[config.mk]
export PLATFORM = sky130hd
export DESIGN_NAME = midi_note_event_encoder_core
export DESIGN_NICKNAME = d
export VERILOG_FILES = /design/src/rtl/mnee_pkg.sv /design/src/rtl/midi_note_event_encoder_core.sv /design/src/rtl/mnee_tick_pipe.sv
export SDC_FILE = /design/constraint.sdc
export NUM_CORES = 2
export LEC_CHECK = 0
export ABC_AREA = 1
export BUFFER_PORTS_ARGS = -buffer_cell sky130_fd_sc_hd__buf_2
export CAP_MARGIN = 0
export CORE_ASPECT_RATIO = 0.5
export CORE_MARGIN = 4
export CORE_UTILIZATION = 65
export DETAILED_ROUTE_END_ITERATION = 8
export GPL_TIMING_DRIVEN = 0
export PLACE_DENSITY = 0.92
export SLEW_MARGIN = 0
export SYNTH_ARGS = -nofsm -noshare
export SYNTH_HDL_FRONTEND = slang
export SYNTH_SLANG_ARGS = --single-unit
[constraint.sdc]
create_clock -name clk -period 16.5 [get_ports clk]
set_input_delay 0.825 -clock clk [delete_from_list [all_inputs] [get_ports clk]]
set_output_delay 0.825 -clock clk [all_outputs]
set_load 0.01 [all_outputs]
[src/rtl/mnee_pkg.sv]
// ----------------------------------------------------------------------------
// mnee_pkg
// Shared types, constants and the VLQ packing function for the MIDI note
// event encoder.
// ----------------------------------------------------------------------------
package mnee_pkg;

	localparam int unsigned TICK_W = 28;
	localparam logic [TICK_W-1:0] DELTA_MAX = 28'hFFF_FFFF;
	localparam logic [15:0] DEFAULT_BPM = 16'd120;

	// floor(x / 125) = (x * recip) >> shift, exact over the operand range
	localparam logic [16:0] BH_RECIP = 17'd67109;     // 16-bit operand, shift 23
	localparam logic [23:0] LO_RECIP = 24'd8589935;   // 23-bit operand, shift 30

	localparam logic [7:0] EV_NOTE_ON  = 8'h90;
	localparam logic [7:0] EV_NOTE_OFF = 8'h80;
	localparam logic [7:0] EV_META     = 8'hFF;
	localparam logic [7:0] META_EOT    = 8'h2F;
	localparam logic [7:0] BYTE_ZERO   = 8'h00;

	localparam logic KIND_NOTE = 1'b0;
	localparam logic KIND_END  = 1'b1;

	typedef struct packed {
		logic        kind;
		logic        silent;       // rest flag or zero frequency
		logic [15:0] ms;
		logic [6:0]  note;
		logic [6:0]  vel;
	} item_t;

	typedef struct packed {
		item_t             item;
		logic [TICK_W-1:0] ticks;
	} tick_item_t;

	typedef struct packed {
		logic [3:0][7:0] b;         // b[k] is the k-th byte sent
		logic [1:0]      last_idx;  // index of the final byte
	} vlq_t;

	typedef enum logic [2:0] {
		PH_IDLE,
		PH_DELTA,
		PH_ON,
		PH_TICKS,
		PH_OFF,
		PH_END
	} phase_t;

	function automatic vlq_t vlq_enc(input logic [TICK_W-1:0] v);
		vlq_t r;
		r.b = '0;
		if (v[27:21] != 7'd0) begin
			r.last_idx = 2'd3;
			r.b[0] = {1'b1, v[27:21]};
			r.b[1] = {1'b1, v[20:14]};
			r.b[2] = {1'b1, v[13:7]};
			r.b[3] = {1'b0, v[6:0]};
		end else if (v[20:14] != 7'd0) begin
			r.last_idx = 2'd2;
			r.b[0] = {1'b1, v[20:14]};
			r.b[1] = {1'b1, v[13:7]};
			r.b[2] = {1'b0, v[6:0]};
		end else if (v[13:7] != 7'd0) begin
			r.last_idx = 2'd1;
			r.b[0] = {1'b1, v[13:7]};
			r.b[1] = {1'b0, v[6:0]};
		end else begin
			r.last_idx = 2'd0;
			r.b[0] = {1'b0, v[6:0]};
		end
		return r;
	endfunction

endpackage

[src/rtl/midi_note_event_encoder_core.sv]
// ----------------------------------------------------------------------------
// midi_note_event_encoder_core
// Converts note, rest and end items into MIDI track event bytes.
// ----------------------------------------------------------------------------
// Throughput: one item per cycle into the five-stage tick pipeline while it is
// not stalled; the byte emitter sends one byte per cycle while out_ready is
// high, and a note or end item holds it until its last byte is taken, while
// a rest is handed off with no byte.
// Reset: pipeline empty, pending delta zero, tempo 120 bpm, emitter idle.
module midi_note_event_encoder_core (
	input  logic        clk,
	input  logic        arst_n,
	input  logic        cfg_valid,
	output logic        cfg_ready,
	input  logic [15:0] tempo_bpm,
	input  logic        in_valid,
	output logic        in_ready,
	input  logic        kind,
	input  logic [15:0] dur_ms,
	input  logic        rest_flag,
	input  logic [15:0] pitch_frequency,
	input  logic [7:0]  note_number,
	input  logic [7:0]  note_velocity,
	output logic        out_valid,
	input  logic        out_ready,
	output logic [7:0]  out_byte,
	output logic        last_byte
);

	logic [15:0] tempo_q;
	logic [15:0] bpm_eff;
	logic        en;
	mnee_pkg::item_t in_item;
	logic        p_valid;
	mnee_pkg::tick_item_t p_data;

	mnee_pkg::phase_t phase_q, phase_d;
	logic [1:0]  sub_q, sub_d;
	logic [mnee_pkg::TICK_W-1:0] pending_q;
	logic [mnee_pkg::TICK_W:0]   pend_sum;
	mnee_pkg::vlq_t dvlq_q, tvlq_q;
	logic [6:0]  note_q, vel_q;
	logic        end_q;

	logic hs, done, take_ok, load, emits;

	assign cfg_ready = 1'b1;

	always_ff @(posedge clk or negedge arst_n) begin
		if (!arst_n) begin
			tempo_q <= mnee_pkg::DEFAULT_BPM;
		end else if (cfg_valid) begin
			tempo_q <= tempo_bpm;
		end
	end

	assign bpm_eff = (tempo_q == 16'd0) ? mnee_pkg::DEFAULT_BPM : tempo_q;

	assign in_item.kind   = kind;
	assign in_item.silent = rest_flag | (pitch_frequency == 16'd0);
	assign in_item.ms     = dur_ms;
	assign in_item.note   = note_number[6:0];
	assign in_item.vel    = note_velocity[6:0];

	// stall the whole pipeline while the last stage cannot hand off
	assign en       = !p_valid || take_ok;
	assign in_ready = en;

	mnee_tick_pipe u_tick_pipe (
		.clk       (clk),
		.arst_n    (arst_n),
		.en        (en),
		.in_valid  (in_valid && in_ready),
		.in_item   (in_item),
		.in_bpm    (bpm_eff),
		.out_valid (p_valid),
		.out_data  (p_data)
	);

	// byte emitter
	assign out_valid = (phase_q != mnee_pkg::PH_IDLE);
	assign hs        = out_valid && out_ready;
	assign done      = hs && last_byte;
	assign take_ok   = (phase_q == mnee_pkg::PH_IDLE) || done;
	assign load      = p_valid && take_ok;
	assign emits     = (p_data.item.kind == mnee_pkg::KIND_END) || !p_data.item.silent;
	assign pend_sum  = {1'b0, pending_q} + {1'b0, p_data.ticks};

	always_comb begin
		out_byte  = mnee_pkg::BYTE_ZERO;
		last_byte = 1'b0;
		phase_d   = phase_q;
		sub_d     = sub_q;
		case (phase_q)
			mnee_pkg::PH_DELTA: begin
				out_byte = dvlq_q.b[sub_q];
				if (hs) begin
					if (sub_q == dvlq_q.last_idx) begin
						if (end_q) begin
							phase_d = mnee_pkg::PH_END;
						end else begin
							phase_d = mnee_pkg::PH_ON;
						end
						sub_d   = 2'd0;
					end else begin
						sub_d = sub_q + 2'd1;
					end
				end
			end
			mnee_pkg::PH_ON: begin
				case (sub_q)
					2'd0:    out_byte = mnee_pkg::EV_NOTE_ON;
					2'd1:    out_byte = {1'b0, note_q};
					default: out_byte = {1'b0, vel_q};
				endcase
				if (hs) begin
					if (sub_q == 2'd2) begin
						phase_d = mnee_pkg::PH_TICKS;
						sub_d   = 2'd0;
					end else begin
						sub_d = sub_q + 2'd1;
					end
				end
			end
			mnee_pkg::PH_TICKS: begin
				out_byte = tvlq_q.b[sub_q];
				if (hs) begin
					if (sub_q == tvlq_q.last_idx) begin
						phase_d = mnee_pkg::PH_OFF;
						sub_d   = 2'd0;
					end else begin
						sub_d = sub_q + 2'd1;
					end
				end
			end
			mnee_pkg::PH_OFF, mnee_pkg::PH_END: begin
				case (sub_q)
					2'd0: begin
						out_byte = (phase_q == mnee_pkg::PH_OFF) ? mnee_pkg::EV_NOTE_OFF
						                                         : mnee_pkg::EV_META;
					end
					2'd1: begin
						out_byte = (phase_q == mnee_pkg::PH_OFF) ? {1'b0, note_q}
						                                         : mnee_pkg::META_EOT;
					end
					default: out_byte = mnee_pkg::BYTE_ZERO;
				endcase
				last_byte = (sub_q == 2'd2);
				if (hs) begin
					if (sub_q == 2'd2) begin
						phase_d = mnee_pkg::PH_IDLE;
						sub_d   = 2'd0;
					end else begin
						sub_d = sub_q + 2'd1;
					end
				end
			end
			default: begin
				phase_d = mnee_pkg::PH_IDLE;
				sub_d   = 2'd0;
			end
		endcase
		// a rest leaves the emitter as it would be without it
		if (load && emits) begin
			phase_d = mnee_pkg::PH_DELTA;
			sub_d   = 2'd0;
		end
	end

	always_ff @(posedge clk or negedge arst_n) begin
		if (!arst_n) begin
			phase_q   <= mnee_pkg::PH_IDLE;
			sub_q     <= 2'd0;
			pending_q <= '0;
		end else begin
			phase_q <= phase_d;
			sub_q   <= sub_d;
			if (load) begin
				if (emits) begin
					pending_q <= '0;
				end else if (pend_sum[mnee_pkg::TICK_W]) begin
					pending_q <= mnee_pkg::DELTA_MAX;
				end else begin
					pending_q <= pend_sum[mnee_pkg::TICK_W-1:0];
				end
			end
		end
	end

	always_ff @(posedge clk) begin
		if (load && emits) begin
			dvlq_q <= mnee_pkg::vlq_enc(pending_q);
			tvlq_q <= mnee_pkg::vlq_enc(p_data.ticks);
			note_q <= p_data.item.note;
			vel_q  <= p_data.item.vel;
			end_q  <= (p_data.item.kind == mnee_pkg::KIND_END);
		end
	end

	a_delta_idx: assert property (@(posedge clk) disable iff (!arst_n)
		(phase_q == mnee_pkg::PH_DELTA) |-> (sub_q <= dvlq_q.last_idx))
		else $error("delta byte index past its length");

	a_ticks_idx: assert property (@(posedge clk) disable iff (!arst_n)
		(phase_q == mnee_pkg::PH_TICKS) |-> (sub_q <= tvlq_q.last_idx))
		else $error("tick byte index past its length");

	a_load_start: assert property (@(posedge clk) disable iff (!arst_n)
		(load && emits) |=> (phase_q == mnee_pkg::PH_DELTA && sub_q == 2'd0))
		else $error("emitting item did not start with its delta");

	a_stall: assert property (@(posedge clk) disable iff (!arst_n)
		(p_valid && !take_ok) |-> !in_ready)
		else $error("input taken while pipeline output is blocked");

	a_rest_clear: assert property (@(posedge clk) disable iff (!arst_n)
		(load && emits) |=> (pending_q == '0))
		else $error("pending delta not cleared after emitting item");

endmodule

[src/rtl/mnee_tick_pipe.sv]
// ----------------------------------------------------------------------------
// mnee_tick_pipe
// Five-stage pipeline converting the duration in ms to ticks as
// floor(ms * bpm / 125), minimum 1. bpm = 125*bh + bl, so the quotient is
// ms*bh + floor(ms*bl / 125), with both divisions done by reciprocal multiply.
// ----------------------------------------------------------------------------
module mnee_tick_pipe (
	input  logic                   clk,
	input  logic                   arst_n,
	input  logic                   en,
	input  logic                   in_valid,
	input  mnee_pkg::item_t        in_item,
	input  logic [15:0]            in_bpm,
	output logic                   out_valid,
	output mnee_pkg::tick_item_t   out_data
);

	logic v_s1, v_s2, v_s3, v_s4, v_s5;
	mnee_pkg::item_t item_s1, item_s2, item_s3, item_s4, item_s5;

	logic [15:0] bpm_s1, bpm_s2;
	logic [9:0]  bh_s2;
	logic [6:0]  bl_s3;
	logic [25:0] phi_s3, phi_s4, phi_s5;
	logic [22:0] plo_s4;
	logic [15:0] qlo_s5;

	logic [32:0] bh_prod;
	logic [15:0] bh_x125;
	logic [15:0] bl_full;
	logic [25:0] phi;
	logic [22:0] plo;
	logic [46:0] qlo_prod;
	logic [25:0] ticks_raw;

	assign bh_prod  = {17'd0, bpm_s1} * {16'd0, mnee_pkg::BH_RECIP};
	assign bh_x125  = ({6'd0, bh_s2} << 7) - ({6'd0, bh_s2} << 1) - {6'd0, bh_s2};
	assign bl_full  = bpm_s2 - bh_x125;
	assign phi      = {10'd0, item_s2.ms} * {16'd0, bh_s2};
	assign plo      = {7'd0, item_s3.ms} * {16'd0, bl_s3};
	assign qlo_prod = {24'd0, plo_s4} * {23'd0, mnee_pkg::LO_RECIP};
	assign ticks_raw = phi_s5 + {10'd0, qlo_s5};

	always_ff @(posedge clk or negedge arst_n) begin
		if (!arst_n) begin
			v_s1 <= 1'b0;
			v_s2 <= 1'b0;
			v_s3 <= 1'b0;
			v_s4 <= 1'b0;
			v_s5 <= 1'b0;
		end else if (en) begin
			v_s1 <= in_valid;
			v_s2 <= v_s1;
			v_s3 <= v_s2;
			v_s4 <= v_s3;
			v_s5 <= v_s4;
		end
	end

	always_ff @(posedge clk) begin
		if (en) begin
			item_s1 <= in_item;
			bpm_s1  <= in_bpm;
			item_s2 <= item_s1;
			bpm_s2  <= bpm_s1;
			bh_s2   <= bh_prod[32:23];
			item_s3 <= item_s2;
			bl_s3   <= bl_full[6:0];
			phi_s3  <= phi;
			item_s4 <= item_s3;
			plo_s4  <= plo;
			phi_s4  <= phi_s3;
			item_s5 <= item_s4;
			qlo_s5  <= qlo_prod[45:30];
			phi_s5  <= phi_s4;
		end
	end

	assign out_valid     = v_s5;
	assign out_data.item = item_s5;
	assign out_data.ticks = (ticks_raw == 26'd0) ? 28'd1 : {2'd0, ticks_raw};

endmodule

==> impl_metrics.toml <==
[setup_path]
cpMostUsedCell = "fa_1"
crit_path_cell_trace = "fa_1, fa_1, inv_1, fa_1, fa_1, fa_1, inv_1, fa_1, inv_1, fa_1, inv_1, ha_1, a21oi_1, o21ai_0, nand2_1, a21oi_1, nor3_1, nand3_1, a31oi_1, xor2_1"
timing.rr.start = "u_tick_pipe.plo_s4[20]"
reg2reg_slack_ns = 9.85
max_stage_delay_ns = 0.60
slowest_stage = "edfxtp_1"
worstPathRequired_ns = 16.87
endpoint_kind = "flop"
crit_start = "u_tick_pipe.plo_s4[20]"
crit_end = "u_tick_pipe.qlo_s5[15]"
start_kind = "flop"
cp_max_fo = 8
crit_type = "reg2reg"
cp_data_arrival_time_ns = 7.01
r2r_end = "u_tick_pipe.qlo_s5[15]"
reg2reg_depth = 20

[yosys]
ys.flop_type = "edfxtp_1"
avgSynthCellArea_um2 = 9.46
yosys_warnings = 0
synth_edf_count = 364
yosysTopAreaCell = "edfxtp_1"
ys_seq_elements = 418
synth_top_area_share_pct = 27.9
syn_nets = 5112
synth_area_leaders = "edfxtp_1 (28%), fa_1 (19%), ha_1 (17%), inv_1 (8.2%), nand2_1 (7.8%)"
netlist_area_um2 = 39200
synthDistinctLibCells = 66
synth_cells = 4138
synth-seq-area-share_pct = 31.4
async_flop_share_pct = 12.9

[floorplan]
fp-row-count = 63
initial_core_util_pct = 65.9
io_pins = 83
die_h_um = 182
die_x_um = 355
die-area_um2 = 64500
fp.coreArea_um2 = 59400

[cells_and_area]
layout.nets = 5236
layout_commonest_cell = "inv_1"
final_cell_mix = "inv_1 (854), nand2_1 (810), ha_1 (522), fa_1 (381), edfxtp_1 (364)"
insertedDiodeCount = 0
final_layout_size_suffix_gt1_share_pct = 5.62
num-fill-cells = 3934
areaGrowthSynthToFinish_pct = 7.50
finalNonFillerCells = 5103

[route]
viasPerCell = 5.93
route.detailed.drc = 0
dr.pass1.iters = 6
ant_nets = 0
drtIter0Drc = 3063
wire_per_inst_um = 19.6
num_vias = 30279
wirelength_mm = 100

[global_route]
grt_usage_pct = 31.4
grt_start_max_net_pins = 71
global_route.usage.met2_pct = 53.7
use_met3_pct = 6.38
gr-usage-met1_pct = 38.7
grt_first_pass_wirelength_mm = 162
busiest_layer = "met2"
antenna_found_initial = 0
overflow = 0
grt_pass1_vias = 31586

[sta]
layout_min_cycle_time_ns = 6.65
drv_slew = 0
max_slew.worst_pin.slew_ns = 1.04
period_share_pct = 40.3
clock_skew_ns = 0.0327
relSlewSlack_pct = 30.2
clock.fmax_ghz = 0.150
final_hold_viol_count = 0
grt_setup_unrepaired = "no"
setup_viol = 0
setup_slack_ns = 9.85
fin_setup_tns_ns = 0

[clocking]
cts_tree = "built"
htreeDepth = 2
cts_setup_buffers = 0
numClockSinks = 418
ctsHoldBuffers = 0
cts_root_buffer = "clkbuf_16"
cts_buffer_depth = 3
ctsResizeCount = 0
path_clk_slew_ns = 0.07
cts_buffers = 38
clk_latency_ns = 0.58

[placed_design]
dp_slack_ns = 10.00
dp.cells = 5034
gp_congestion = 0.975
port_buffers = 78
hpwlAfterDp_mm = 76.4

[worst_hold_path]
hold_path.class = "in2async"

[run]
cap_violations = 0

[run_status]
status = "complete, no violations"
## metal layers
metal | vias up | routed length, µm
met1 | 14406 | 37600
met3 | 475 | 9150
met4 | 0 | 5560
li1 | 13582 | -
met5 | - | 0
met2 | 1816 | 47700
## cells by family after synthesis
| group | synth area share (%) |
|---|---|
| AND/OR/NAND/NOR | 13.5 |
| buffers and inverters | 9.33 |
| adder cells (fa/ha/maj) | 36.2 |
| AO/OA/AOI/OAI | 7.14 |
| flip-flops | 31.4 |
| XOR/XNOR | 2.10 |
| multiplexers | 0.374 |
| other | 0.00958 |
## cell usage after synthesis (10+ instances only)
cell type    n
mux2_2      13
o22ai_1     10
inv_1      854
a21oi_1    187
dfrtp_1     50
xor2_1      70
a21o_1      10
nor4_1      16
o21ai_0    165
nor2_1     208
clkbuf_1    78
inv_2       10
edfxtp_1   364
ha_1       522
nand3_1    115
xnor2_1     24
o221ai_1    15
a31oi_1     18
nand2_1    810
nand2_2     14
nor3_1      22
nand4_1     38
fa_1       381
## state kept, by name, indices dropped and copies added (netlist names), 3 cells and up
signal / count
vel_q: 7
tvlq_q: 32
u_tick_pipe.item_s1: 32
pending_q: 28
u_tick_pipe.item_s3: 32
u_tick_pipe.bh_s2: 10
u_tick_pipe.bpm_s2: 7
note_q: 7
u_tick_pipe.item_s2: 32
u_tick_pipe.phi_s4: 26
u_tick_pipe.plo_s4: 23
u_tick_pipe.bl_s3: 7
u_tick_pipe.bpm_s1: 16
u_tick_pipe.phi_s3: 26
u_tick_pipe.phi_s5: 26
u_tick_pipe.qlo_s5: 16
dvlq_q: 32
u_tick_pipe.item_s4: 16
phase_q: 3
u_tick_pipe.out_data: 16
tempo_q: 16
## worst min path at each step
stage / startpoint / end
after floorplan: u_tick_pipe.out_data[35] / note_q[0]
after global placement: u_tick_pipe.item_s1[10] / u_tick_pipe.item_s2[10]
after detailed placement: u_tick_pipe.phi_s3[12] / u_tick_pipe.phi_s4[12]
after CTS: arst_n / pending_q[16]
after global routing: arst_n / u_tick_pipe.v_s2
final: arst_n / phase_q[1]
## critical path, delay by kind of cell (launching register included)
| kind | cells | cell delay (ns) |
|---|---|---|
| fa+ha+maj | 8 | 4.01 |
| compound gates | 4 | 0.70 |
| simple gates | 3 | 0.65 |
| flops | 1 | 0.60 |
| xor+xnor | 1 | 0.28 |
| buf+inv | 4 | 0.21 |
## through the flow
step / hold slack [ns] / util (%) / instance area, µm²
3_3_place_gp: 0.401 / 68.2 / 40600
2_1_floorplan: 0.400 / - / 39200
3_5_place_dp: 0.405 / 68.5 / 40700
5_1_grt: 0.402 / 70.8 / 42100
4_1_cts: 0.379 / 70.8 / 42100
6_report: 0.370 / 70.8 / 42100
## area by class of cell
type | count | area (µm²) | area share [%]
Buffer | 94 | 399 | 0.948
Clock buffer | 45 | 1030 | 2.45
Clock inverter | 24 | 329 | 0.782
Inverter | 866 | 3250 | 7.73
Multi-Input combinational cell | 2760 | 23200 | 55.2
Sequential cell | 418 | 12300 | 29.2
Tap cell | 812 | 1020 | 2.41
Timing Repair Buffer | 84 | 543 | 1.29
Power is not shown: default switching activity piles up to over one toggle a cycle in this logic, so the estimate is an artifact.
